File: config.mk
export PLATFORM = sky130hd
export DESIGN_NAME = char_stream_tokenizer
export DESIGN_NICKNAME = d
export VERILOG_FILES = /design/src/hdl/cst_pkg.sv /design/src/hdl/cst_queue.sv /design/src/hdl/cst_scan.sv /design/src/hdl/char_stream_tokenizer.sv
export SDC_FILE = /design/constraint.sdc
export NUM_CORES = 1
export LEC_CHECK = 0
export BUFFER_PORTS_ARGS = -buffer_cell sky130_fd_sc_hd__buf_4
export CAP_MARGIN = 20
export CORE_ASPECT_RATIO = 0.6
export CORE_UTILIZATION = 63
export DETAILED_ROUTE_END_ITERATION = 6
export PLACE_DENSITY = 0.78
export SKIP_CTS_REPAIR_TIMING = 1
export SYNTH_ARGS = -nofsm -noshare
export SYNTH_HDL_FRONTEND = slang
export SYNTH_SLANG_ARGS = --single-unit
File: constraint.sdc
create_clock -name clock -period 4.33 [get_ports clock]
set_input_delay 0.2165 -clock clock [delete_from_list [all_inputs] [get_ports clock]]
set_output_delay 0.2165 -clock clock [all_outputs]
set_load 0.1 [all_outputs]
File: src/hdl/cst_pkg.sv
// Shared definitions for the character stream tokenizer: token kinds, scan modes,
// character codes and character class functions.
// No dependencies.
`default_nettype none

package cst_pkg;

   localparam int KIND_BITS = 4;
   localparam int CHAR_BITS = 8;

   typedef enum logic [KIND_BITS-1:0] {
      KIND_IDENT  = 4'd0,
      KIND_NUMBER = 4'd1,
      KIND_COLON  = 4'd2,
      KIND_LPAREN = 4'd3,
      KIND_RPAREN = 4'd4,
      KIND_LBRACE = 4'd5,
      KIND_RBRACE = 4'd6,
      KIND_EQUAL  = 4'd7,
      KIND_SEMI   = 4'd8,
      KIND_ARROW  = 4'd9,
      KIND_DASH   = 4'd10,
      KIND_GT     = 4'd11,
      KIND_END    = 4'd12
   } tok_kind_type;

   typedef enum logic [1:0] {
      MODE_IDLE   = 2'd0,
      MODE_IDENT  = 2'd1,
      MODE_NUMBER = 2'd2,
      MODE_DASH   = 2'd3
   } tok_mode_type;

   // One delimiter lookup result.
   typedef struct packed {
      logic         hit;
      tok_kind_type kind;
   } tok_delim_type;

   localparam logic [CHAR_BITS-1:0] CHAR_NUL        = 8'h00;
   localparam logic [CHAR_BITS-1:0] CHAR_UNDERSCORE = 8'h5f;
   localparam logic [CHAR_BITS-1:0] CHAR_DOT        = 8'h2e;
   localparam logic [CHAR_BITS-1:0] CHAR_GT         = 8'h3e;
   localparam logic [CHAR_BITS-1:0] CHAR_DASH       = 8'h2d;
   localparam logic [CHAR_BITS-1:0] CHAR_COLON      = 8'h3a;
   localparam logic [CHAR_BITS-1:0] CHAR_LPAREN     = 8'h28;
   localparam logic [CHAR_BITS-1:0] CHAR_RPAREN     = 8'h29;
   localparam logic [CHAR_BITS-1:0] CHAR_LBRACE     = 8'h7b;
   localparam logic [CHAR_BITS-1:0] CHAR_RBRACE     = 8'h7d;
   localparam logic [CHAR_BITS-1:0] CHAR_EQUAL      = 8'h3d;
   localparam logic [CHAR_BITS-1:0] CHAR_SEMI       = 8'h3b;

   function automatic logic is_letter(input logic [CHAR_BITS-1:0] c);
      return ((c >= 8'h61) && (c <= 8'h7a)) || ((c >= 8'h41) && (c <= 8'h5a));
   endfunction

   function automatic logic is_digit(input logic [CHAR_BITS-1:0] c);
      return (c >= 8'h30) && (c <= 8'h39);
   endfunction

   function automatic tok_delim_type delim_kind(input logic [CHAR_BITS-1:0] c);
      tok_delim_type d;
      d.hit  = 1'b1;
      d.kind = KIND_COLON;
      unique case (c)
         CHAR_COLON:  d.kind = KIND_COLON;
         CHAR_LPAREN: d.kind = KIND_LPAREN;
         CHAR_RPAREN: d.kind = KIND_RPAREN;
         CHAR_LBRACE: d.kind = KIND_LBRACE;
         CHAR_RBRACE: d.kind = KIND_RBRACE;
         CHAR_EQUAL:  d.kind = KIND_EQUAL;
         CHAR_SEMI:   d.kind = KIND_SEMI;
         CHAR_GT:     d.kind = KIND_GT;
         default:     d.hit  = 1'b0;
      endcase
      return d;
   endfunction

endpackage

`default_nettype wire

File: src/hdl/cst_queue.sv
// Result queue for the tokenizer: takes zero, one or two results per cycle and
// hands out one per cycle at its head while pop is high. Depends on nothing but its parameters.
`default_nettype none

module cst_queue #(
   parameter int WIDTH = 29,
   parameter int DEPTH = 8
) (
   input  wire logic                         clock,
   input  wire logic                         reset,
   input  wire logic [1:0]                   push_cnt,
   input  wire logic [WIDTH-1:0]             push_data0,
   input  wire logic [WIDTH-1:0]             push_data1,
   input  wire logic                         pop,
   output      logic [WIDTH-1:0]             head_data,
   output      logic [$clog2(DEPTH+1)-1:0]   count
);

   localparam int PW = $clog2(DEPTH);
   localparam int CW = $clog2(DEPTH + 1);

   logic [WIDTH-1:0] mem_ff [DEPTH];
   logic [PW-1:0]    wr_ptr_ff, wr_ptr_in;
   logic [PW-1:0]    rd_ptr_ff, rd_ptr_in;
   logic [CW-1:0]    count_ff, count_in;
   logic [PW-1:0]    wr_next;
   logic [PW-1:0]    wr_next2;

   function automatic logic [PW-1:0] ptr_inc(input logic [PW-1:0] p);
      return (p == PW'(DEPTH - 1)) ? '0 : p + 1'b1;
   endfunction

   always_comb begin
      wr_next   = ptr_inc(wr_ptr_ff);
      wr_next2  = ptr_inc(wr_next);
      wr_ptr_in = wr_ptr_ff;
      rd_ptr_in = pop ? ptr_inc(rd_ptr_ff) : rd_ptr_ff;
      count_in  = count_ff + CW'(push_cnt) - CW'(pop);
      unique case (push_cnt)
         2'd0:    wr_ptr_in = wr_ptr_ff;
         2'd1:    wr_ptr_in = wr_next;
         default: wr_ptr_in = wr_next2;
      endcase
   end

   always_ff @(posedge clock) begin
      if (reset) begin
         wr_ptr_ff <= '0;
         rd_ptr_ff <= '0;
         count_ff  <= '0;
      end else begin
         wr_ptr_ff <= wr_ptr_in;
         rd_ptr_ff <= rd_ptr_in;
         count_ff  <= count_in;
      end
   end

   always_ff @(posedge clock) begin
      if (push_cnt != 2'd0) begin
         mem_ff[wr_ptr_ff] <= push_data0;
      end
      if (push_cnt == 2'd2) begin
         mem_ff[wr_next] <= push_data1;
      end
   end

   assign head_data = mem_ff[rd_ptr_ff];
   assign count     = count_ff;

endmodule

`default_nettype wire

File: src/hdl/cst_scan.sv
// Scanner for the tokenizer: input byte register, scan state and the single
// pass that turns one byte into up to two packed results. Depends on cst_pkg.
`default_nettype none

module cst_scan #(
   parameter int OFFSET_BITS = 16,
   parameter int LENGTH_BITS = 8,
   parameter int RES_BITS    = cst_pkg::KIND_BITS + OFFSET_BITS + LENGTH_BITS + 1
) (
   input  wire logic                           clock,
   input  wire logic                           reset,
   input  wire logic                           take,
   input  wire logic [cst_pkg::CHAR_BITS-1:0]  char_code,
   output      logic                           busy,
   output      logic [1:0]                     push_cnt,
   output      logic [RES_BITS-1:0]            res0,
   output      logic [RES_BITS-1:0]            res1
);

   import cst_pkg::*;

   logic                   in_valid_ff;
   logic [CHAR_BITS-1:0]   char_ff;
   tok_mode_type           mode_ff, mode_in;
   logic [OFFSET_BITS-1:0] start_ff, start_in;
   logic [LENGTH_BITS-1:0] length_ff, length_in;
   logic [OFFSET_BITS-1:0] offset_ff, offset_in;

   logic                   a_valid, b_valid, consumed;
   tok_kind_type           a_kind, b_kind;
   logic [OFFSET_BITS-1:0] a_start, b_start;
   logic [LENGTH_BITS-1:0] a_length, b_length;
   logic [LENGTH_BITS-1:0] length_sat;
   tok_delim_type          delim;

   always_ff @(posedge clock) begin
      if (reset) begin
         in_valid_ff <= 1'b0;
         mode_ff     <= MODE_IDLE;
         start_ff    <= '0;
         length_ff   <= '0;
         offset_ff   <= '0;
      end else begin
         in_valid_ff <= take;
         mode_ff     <= mode_in;
         start_ff    <= start_in;
         length_ff   <= length_in;
         offset_ff   <= offset_in;
      end
   end

   always_ff @(posedge clock) begin
      if (take) begin
         char_ff <= char_code;
      end
   end

   always_comb begin
      length_sat = (length_ff == '1) ? length_ff : length_ff + 1'b1;
      delim      = delim_kind(char_ff);
      mode_in    = mode_ff;
      start_in   = start_ff;
      length_in  = length_ff;
      offset_in  = offset_ff;
      consumed   = 1'b0;
      a_valid    = 1'b0;
      a_kind     = KIND_IDENT;
      a_start    = start_ff;
      a_length   = length_ff;
      b_valid    = 1'b0;
      b_kind     = KIND_END;
      b_start    = offset_ff;
      b_length   = LENGTH_BITS'(1);

      if (in_valid_ff) begin
         // Close or extend whatever token is open.
         unique case (mode_ff)
            MODE_IDENT: begin
               if (is_letter(char_ff) || is_digit(char_ff) || char_ff == CHAR_UNDERSCORE) begin
                  length_in = length_sat;
                  consumed  = 1'b1;
               end else begin
                  a_valid = 1'b1;
                  a_kind  = KIND_IDENT;
                  mode_in = MODE_IDLE;
               end
            end
            MODE_NUMBER: begin
               if (is_digit(char_ff) || char_ff == CHAR_DOT) begin
                  length_in = length_sat;
                  consumed  = 1'b1;
               end else begin
                  a_valid = 1'b1;
                  a_kind  = KIND_NUMBER;
                  mode_in = MODE_IDLE;
               end
            end
            MODE_DASH: begin
               a_valid = 1'b1;
               mode_in = MODE_IDLE;
               if (char_ff == CHAR_GT) begin
                  a_kind   = KIND_ARROW;
                  a_length = LENGTH_BITS'(2);
                  consumed = 1'b1;
               end else begin
                  a_kind   = KIND_DASH;
                  a_length = LENGTH_BITS'(1);
               end
            end
            default: begin
               mode_in = MODE_IDLE;
            end
         endcase

         offset_in = offset_ff + 1'b1;

         // Scan the byte afresh when the open token did not take it.
         if (!consumed) begin
            priority if (char_ff == CHAR_NUL) begin
               b_valid   = 1'b1;
               b_kind    = KIND_END;
               b_length  = '0;
               mode_in   = MODE_IDLE;
               start_in  = '0;
               length_in = '0;
               offset_in = '0;
            end else if (is_letter(char_ff)) begin
               mode_in   = MODE_IDENT;
               start_in  = offset_ff;
               length_in = LENGTH_BITS'(1);
            end else if (is_digit(char_ff)) begin
               mode_in   = MODE_NUMBER;
               start_in  = offset_ff;
               length_in = LENGTH_BITS'(1);
            end else if (char_ff == CHAR_DASH) begin
               mode_in   = MODE_DASH;
               start_in  = offset_ff;
               length_in = LENGTH_BITS'(1);
            end else if (delim.hit) begin
               b_valid = 1'b1;
               b_kind  = delim.kind;
            end else begin
               b_valid = 1'b0;
            end
         end
      end
   end

   always_comb begin
      push_cnt = 2'd0;
      res0     = {a_kind, a_start, a_length, 1'b1};
      res1     = {b_kind, b_start, b_length, 1'b1};
      priority if (a_valid && b_valid) begin
         push_cnt = 2'd2;
         res0     = {a_kind, a_start, a_length, 1'b0};
      end else if (a_valid) begin
         push_cnt = 2'd1;
      end else if (b_valid) begin
         push_cnt = 2'd1;
         res0     = {b_kind, b_start, b_length, 1'b1};
      end else begin
         push_cnt = 2'd0;
      end
   end

   assign busy = in_valid_ff;

endmodule

`default_nettype wire

File: src/hdl/char_stream_tokenizer.sv
// Top level of the character stream tokenizer: byte scanner feeding a result queue.
// Depends on cst_pkg, cst_scan and cst_queue.
//
//   channel | direction | handshake          | payload
//   req_    | in        | req_valid/req_stall | char_code
//   rsp_    | out       | rsp_valid/rsp_stall | token_kind, token_start, token_length,
//           |           |                     | last_result
//
// One byte is accepted per cycle while req_stall is low; its results enter the queue
// in the cycle after it is taken and leave at one result per cycle while rsp_stall
// is low, the two results of a byte in turn. The eight-entry result queue sets how far
// the output may stall before req_stall rises; req_stall depends only on registers.
// Synchronous reset empties the queue and returns the scanner to idle at offset zero.
`default_nettype none

module char_stream_tokenizer #(
   parameter int OFFSET_BITS = 16,
   parameter int LENGTH_BITS = 8
) (
   input  wire logic                                clock,
   input  wire logic                                reset,
   input  wire logic                                req_valid,
   output      logic                                req_stall,
   input  wire logic [cst_pkg::CHAR_BITS-1:0]       req_char_code,
   output      logic                                rsp_valid,
   input  wire logic                                rsp_stall,
   output      logic [cst_pkg::KIND_BITS-1:0]       rsp_token_kind,
   output      logic [OFFSET_BITS-1:0]              rsp_token_start,
   output      logic [LENGTH_BITS-1:0]              rsp_token_length,
   output      logic                                rsp_last_result
);

   import cst_pkg::*;

   localparam int RES_BITS    = KIND_BITS + OFFSET_BITS + LENGTH_BITS + 1;
   localparam int QUEUE_DEPTH = 8;
   localparam int CW          = $clog2(QUEUE_DEPTH + 1);

   logic                take;
   logic                busy;
   logic [1:0]          push_cnt;
   logic [RES_BITS-1:0] res0, res1, head;
   logic [CW-1:0]       count;
   logic [CW:0]         demand;
   logic                pop;

   // Room is kept for the byte in the scanner and for one more, two results each.
   assign demand    = {1'b0, count} + (busy ? (CW+1)'(2) : '0);
   assign req_stall = demand > (CW+1)'(QUEUE_DEPTH - 2);
   assign take      = req_valid && !req_stall;
   assign rsp_valid = count != '0;
   assign pop       = rsp_valid && !rsp_stall;

   cst_scan #(
      .OFFSET_BITS (OFFSET_BITS),
      .LENGTH_BITS (LENGTH_BITS),
      .RES_BITS    (RES_BITS)
   ) u_scan (
      .clock     (clock),
      .reset     (reset),
      .take      (take),
      .char_code (req_char_code),
      .busy      (busy),
      .push_cnt  (push_cnt),
      .res0      (res0),
      .res1      (res1)
   );

   cst_queue #(
      .WIDTH (RES_BITS),
      .DEPTH (QUEUE_DEPTH)
   ) u_queue (
      .clock      (clock),
      .reset      (reset),
      .push_cnt   (push_cnt),
      .push_data0 (res0),
      .push_data1 (res1),
      .pop        (pop),
      .head_data  (head),
      .count      (count)
   );

   assign rsp_token_kind   = head[RES_BITS-1 -: KIND_BITS];
   assign rsp_token_start  = head[LENGTH_BITS+OFFSET_BITS : LENGTH_BITS+1];
   assign rsp_token_length = head[LENGTH_BITS:1];
   assign rsp_last_result  = head[0];

endmodule

`default_nettype wire

* Yosys cells after proc, flatten, opt, wreduce, memory -nomap -nowiden
Memory sizes are Yosys's and may differ from the RTL's. A register that Yosys moved wholly into a read port is not among the register bits.
Cells that the tools add are included.
** Word-level totals
- Memories kept :: 1
- Word-level logic and storage cells :: 140
- Bits in registers :: 61
- Input bits :: 12
- RAM bits :: 232
** Operators by class
- Mux-type cells :: 75
- Add/subtract/negate cells :: 8
- Order comparisons :: 7
- Equality and inequality tests :: 20
- Bitwise operators :: 1
- Reductions and logical operators :: 19
** Memory list
- u_queue.mem_ff :: depth 8, bits a word 29, read ports 1, clocked after memory_dff 1, wr ports 2, RTL line cst_queue.sv:22 : logic [WIDTH-1:0] mem_ff [DEPTH];
** Operator list (count)
- 16-bit two-way mux :: 6
- 8-bit two-way mux :: 12
- 29-bit two-way mux :: 3
- 8-bit by 6-bit equality test with 1-bit output (second input constant) :: 8
- 4-bit two-way mux :: 8
- 4-bit case mux with 7 select lines :: 1
- 8-bit by 7-bit equality test with 1-bit output (second input constant) :: 3
- 2-bit two-way mux :: 12
- 1-bit two-way mux :: 22
- 16-bit by 1-bit adder with 16-bit output (second input constant) :: 1
- 8-bit by 7-bit greater-or-equal comparator with 1-bit output (second input constant) :: 2
- 8-bit by 7-bit less-or-equal comparator with 1-bit output (second input constant) :: 2
- 8-bit case mux with 2 select lines :: 1
- 3-bit two-way mux :: 5
- 3-bit by 1-bit adder with 3-bit output (second input constant) :: 3
- 3-bit equality test (second input constant) :: 3
- 8-bit by 1-bit adder with 8-bit output (second input constant) :: 1
- 8-bit equality test (second input constant) :: 1
- 8-bit by 6-bit greater-or-equal comparator with 1-bit output (second input constant) :: 1
- 8-bit by 6-bit less-or-equal comparator with 1-bit output (second input constant) :: 1
- 8-bit zero test :: 1
- 4-bit case mux with 2 select lines :: 1
- 4-bit nonzero test :: 2
- 8-bit OR reduction :: 1
- other kinds (16) :: 29

* Depth between registers and ports, before layout
- Depth after elaboration :: 16
- Mapped depth :: 17
- Gate-level depth less buffers :: 16

* Modules after synthesis
A second synthesis with hierarchy kept.
** Second synthesis, totals
- Cells, all modules :: 1048
- Area, all modules :: 15524.9 um^2
** By module, submodules not included
- cst_queue :: area each 12425.7 um^2, times used 1, cells an instance 696
- cst_scan :: area each 3016.6 um^2, times used 1, cells an instance 342
- char_stream_tokenizer :: area each 82.6 um^2, times used 1, cells an instance 10

* Least setup slack after synthesis
OpenSTA, ideal clock, no wires.
- Kind :: register to register
- Start :: register u_scan.char_ff[2]
- End :: memory u_queue.mem_ff[6][19] (data pin)
- Clock period less this slack :: 3.622 ns
- Stages on the path, launching flop included :: 16
- Buffers on the path :: 3
- Library setup time :: 0.257 ns
- Required time :: 4.073 ns
- Arrival time :: 3.365 ns
- Slack :: 0.708 ns
- Cells stage by stage :: edfxtp_1 > nor3_1 > a221o_1 > a31o_2 > a31o_2 > buf_2 > nand2_1 > inv_1 > ha_1 > inv_1 > nor3b_1 > and2_1 > clkbuf_1 > nor2_1 > clkbuf_1 > a32o_1
** RTL lines
- start, declared :: RTL line cst_scan.sv:23 : logic [CHAR_BITS-1:0] char_ff;
- start signal, assigned :: RTL line cst_scan.sv:54 : char_ff <= char_code;
- end, declared :: RTL line cst_queue.sv:22

==> summary.txt <==
Route
  • Via count: 11,300
  • DRC viols: 0
  • Drt pass-1 iters: 7
  • Total Wirelength: just over 40 mm
  • DR WL/cell: 26.0 um
  • DRT antenna net count: 0
  • Starting DRC count in detailed routing: between 1,500 and 2,000
  • Via/cell ratio: 7.11

Timing
  • Slew HR: 33.4%
  • Setup Total Neg Slack: 0 ns
  • Final Cycle Share: 90.9%
  • Hold Slack: 0.117 ns
  • Clock Skews: 0.0122 ns
  • Fin crit period: 3.94 ns
  • Final Setup Violations: 0
  • Slew of the pin with the lowest slew margin: 0.998 ns
  • RSZ-0062 raised after global routing: false
  • Max-slew violation count: 0
  • Final Hold Viols: 0
  • Max Clock Freq: 254 MHz

Placement
  • Placed Area: 15,300 sq um
  • GPL Wtd Cong: 1.03
  • Post-detail-place hpwl: around 27 mm
  • IO Port Bufs: 42

Synth
  • Synth Area in Adders: 2.01%
  • Post-Syn Area: 14,700 sq um
  • Main combinational cell family by area after synthesis: compound AO/OA/AOI/OAI gates
  • Top cells by area, synth: edfxtp_1, dfxtp_1, mux4_2
  • Simple-gate portion of the synthesized area: 11.3%
  • Ys Warns: 0
  • Seq/Total Area, Yosys: 52.4%
  • Syn Nets: about 1,300
  • Multiplexer share of the synthesized area: 11.9%
  • Commonest cells post-synth: edfxtp_1, dfxtp_1, nand2_1
  • Main synth FF type: edfxtp_1
  • Synthesized instance count: 1,257
  • Ys async rst share: 0%
  • Post-synth EDFFs: about 180
  • Post-synth cell types: 62
  • FF+latch count, synth: 296
  • Yosys top cell by area: edfxtp_1
  • XOR/XNOR share of the synthesized area: 1.01%
  • Synth Area in Compound Gates: about 17%
  • Mean post-synth cell area: 11.7 sq um
  • Top-count cell post-synth: edfxtp_1
  • Post-synth top area share: 36.0%

Global routing
  • First-pass GRT wire length: 62.6 mm
  • Grt total ovfl: 0
  • Vias in the first global route: 10,400
  • Overall routing resource usage: 35.1%
  • Largest net degree at the start of global routing: 36
  • Initial antenna violation count: 1

Floorplan
  • FP Rows: 42
  • Io pins: 43
  • Die ar.: 23,900 sq um
  • Die height: around 120 um
  • Core ar.: 22,400 sq um
  • Initial Util: approximately two thirds
  • Die width: 199 um

CTS
  • CTS max path bufs: 3
  • Root Buffer: clkbuf_16
  • Clock latency on the worst-skew pair: 0.54 ns
  • Worst-path clk slew: roughly 0.06 ns
  • CTS tree: built
  • CTS Buf Count: 27
  • # H-tree levels: 1
  • Clock Sinks: 296

Hold path
  • Hold WC Path Type: input port to flop
  • WHS Path Cells: 2

Worst setup path
  • Worst EP arrival: 4.15 ns
  • Crit Path Class: flop to flop
  • Worst setup SP type: flop
  • CP peak stage delay: 0.56 ns
  • CP Depth: 11
  • CP Cell Sequence: nor3_1, nand3_1, a41oi_1, nand2_1, ha_1, buf_4, nor2b_1, nand2_1, and2_1, inv_1, buf_4
  • Critical Path RT: about 4.5 ns
  • Reg2Reg Depth: 11
  • Critical path endpoint category: flop
  • Delay-heaviest family, CP: simple AND/OR/NAND/NOR gates
  • Bufs and invs on worst path: 3
  • CP max FO: 21
  • Crit-path slowest cell: edfxtp_1

Status
  • Status: finished clean

Layout
  • P&R area growth vs syn: 10.5%
  • Final instance area: 16,200 sq um
  • Fill count: about 1,500
  • Util after Layout: 72.3%
  • Diode count: 0
  • Share of cells above drive strength 1: 18.8%
  • Nets: between 1,000 and 1,500

Power
  • Pleak: about 0.0055 uW
  • Peak supply drop: 0.000358 V
  • Pwr per Cell Area: roughly 440 nW/um^2

Run
  • Max Cap Viol: 0
## kinds of logic after synthesis
kind of cell | after synthesis
adder cells (fa/ha/maj) | 23
multiplexers | 98
buffers and inverters | 151
AO/OA/AOI/OAI | 320
XOR/XNOR | 17
AND/OR/NAND/NOR | 352
flip-flops | 296
## per-layer routing
| metal | GRT usage, % | up-vias | routed length (um) |
|---|---|---|---|
| met5 | 0 | - | 13 |
| li1 | - | 4865 | - |
| met1 | 55.0 | 5493 | 17400 |
| met4 | 7.55 | 2 | 699 |
| met3 | 12.4 | 86 | 6930 |
| met2 | 46.2 | 899 | 16400 |
## worst paths after layout
path                              from                    end  slack [ns]
setup reg to reg     u_scan.char_ff[4]  u_queue.mem_ff[5][14]        0.39
setup / recovery     u_scan.char_ff[4]  u_queue.mem_ff[5][14]        0.39
hold / removal                   reset       u_queue.count[1]        0.12
hold reg to reg   u_queue.mem_ff[0][5]   u_queue.mem_ff[0][5]        0.46
## stage by stage
stage / worst slack, ns / std cells / total power, uW
CTS: 0.277 / 1586 / 7090
finish: 0.393 / 1596 / 7100
floorplan: 0.708 / 1257 / 4670
global route: 0.0952 / 1596 / 7310
global placement: 0.446 / 1536 / 4780
detailed placement: 0.298 / 1537 / 4800
## sequential cells by signal (all words and copies together) (netlist names), named ones only
signal,flops
u_scan.a_start,16
u_scan.length_ff,8
u_queue.mem_ff,232
u_queue.rd_ptr_ff,3
u_scan.busy,1
u_scan.b_start,16
u_scan.char_ff,8
u_queue.count,4
u_queue.wr_ptr_ff,3
u_scan.mode_ff,2
## placed cells by master, fill, tap and decap left out, types with 5 or more instances in the layout
| cell type | count |
|---|---|
| edfxtp_1 | 176 |
| dfxtp_1 | 118 |
| nand2_1 | 116 |
| buf_4 | 90 |
| a22o_1 | 88 |
| nand3_1 | 78 |
| nor2_1 | 65 |
| a21oi_1 | 61 |
| mux4_2 | 58 |
| a32o_1 | 56 |
| o21ai_0 | 33 |
| mux2_2 | 31 |
| inv_1 | 29 |
| clkbuf_16 | 27 |
| o22ai_1 | 23 |
| ha_1 | 22 |
| nor3_1 | 14 |
| and2_1 | 13 |
| xor2_1 | 13 |
| o211ai_1 | 11 |
| and3_1 | 11 |
| a31oi_1 | 10 |
| nand2b_1 | 9 |
| mux2i_1 | 9 |
| dlygate4sd3_1 | 9 |
| nor2b_1 | 8 |
| nand4_1 | 8 |
| clkbuf_1 | 8 |
| o2bb2ai_1 | 7 |
| clkinv_2 | 6 |
| or3_1 | 5 |
| o21ai_4 | 5 |
## area by class of cell
| cell class | count | area [sq um] | share of cell area (%) |
|---|---|---|---|
| flip-flops and latches | 296 | 7690 | 47.4 |
| multi-input cells | 810 | 6330 | 39.0 |
| repair buffers | 104 | 868 | 5.35 |
| clock buffers | 36 | 719 | 4.44 |
| well taps | 308 | 385 | 2.38 |
| clock inverters | 13 | 118 | 0.725 |
| inverters | 29 | 109 | 0.671 |
## worst register-to-register path: stages, from the launching register on
cell,delay (ns)
edfxtp_1,0.56
nor3_1,0.49
nand3_1,0.25
a41oi_1,0.42
nand2_1,0.13
ha_1,0.24
buf_4,0.17
nor2b_1,0.32
nand2_1,0.31
and2_1,0.34
inv_1,0.08
buf_4,0.30
## power breakdown
group,leakage [uW],internal (uW),switching (uW)
registers,0.00264,3020,166
logic,0.00250,542,1040
clock network,0.000410,1290,1050
Power figures use the tool's default switching activity.
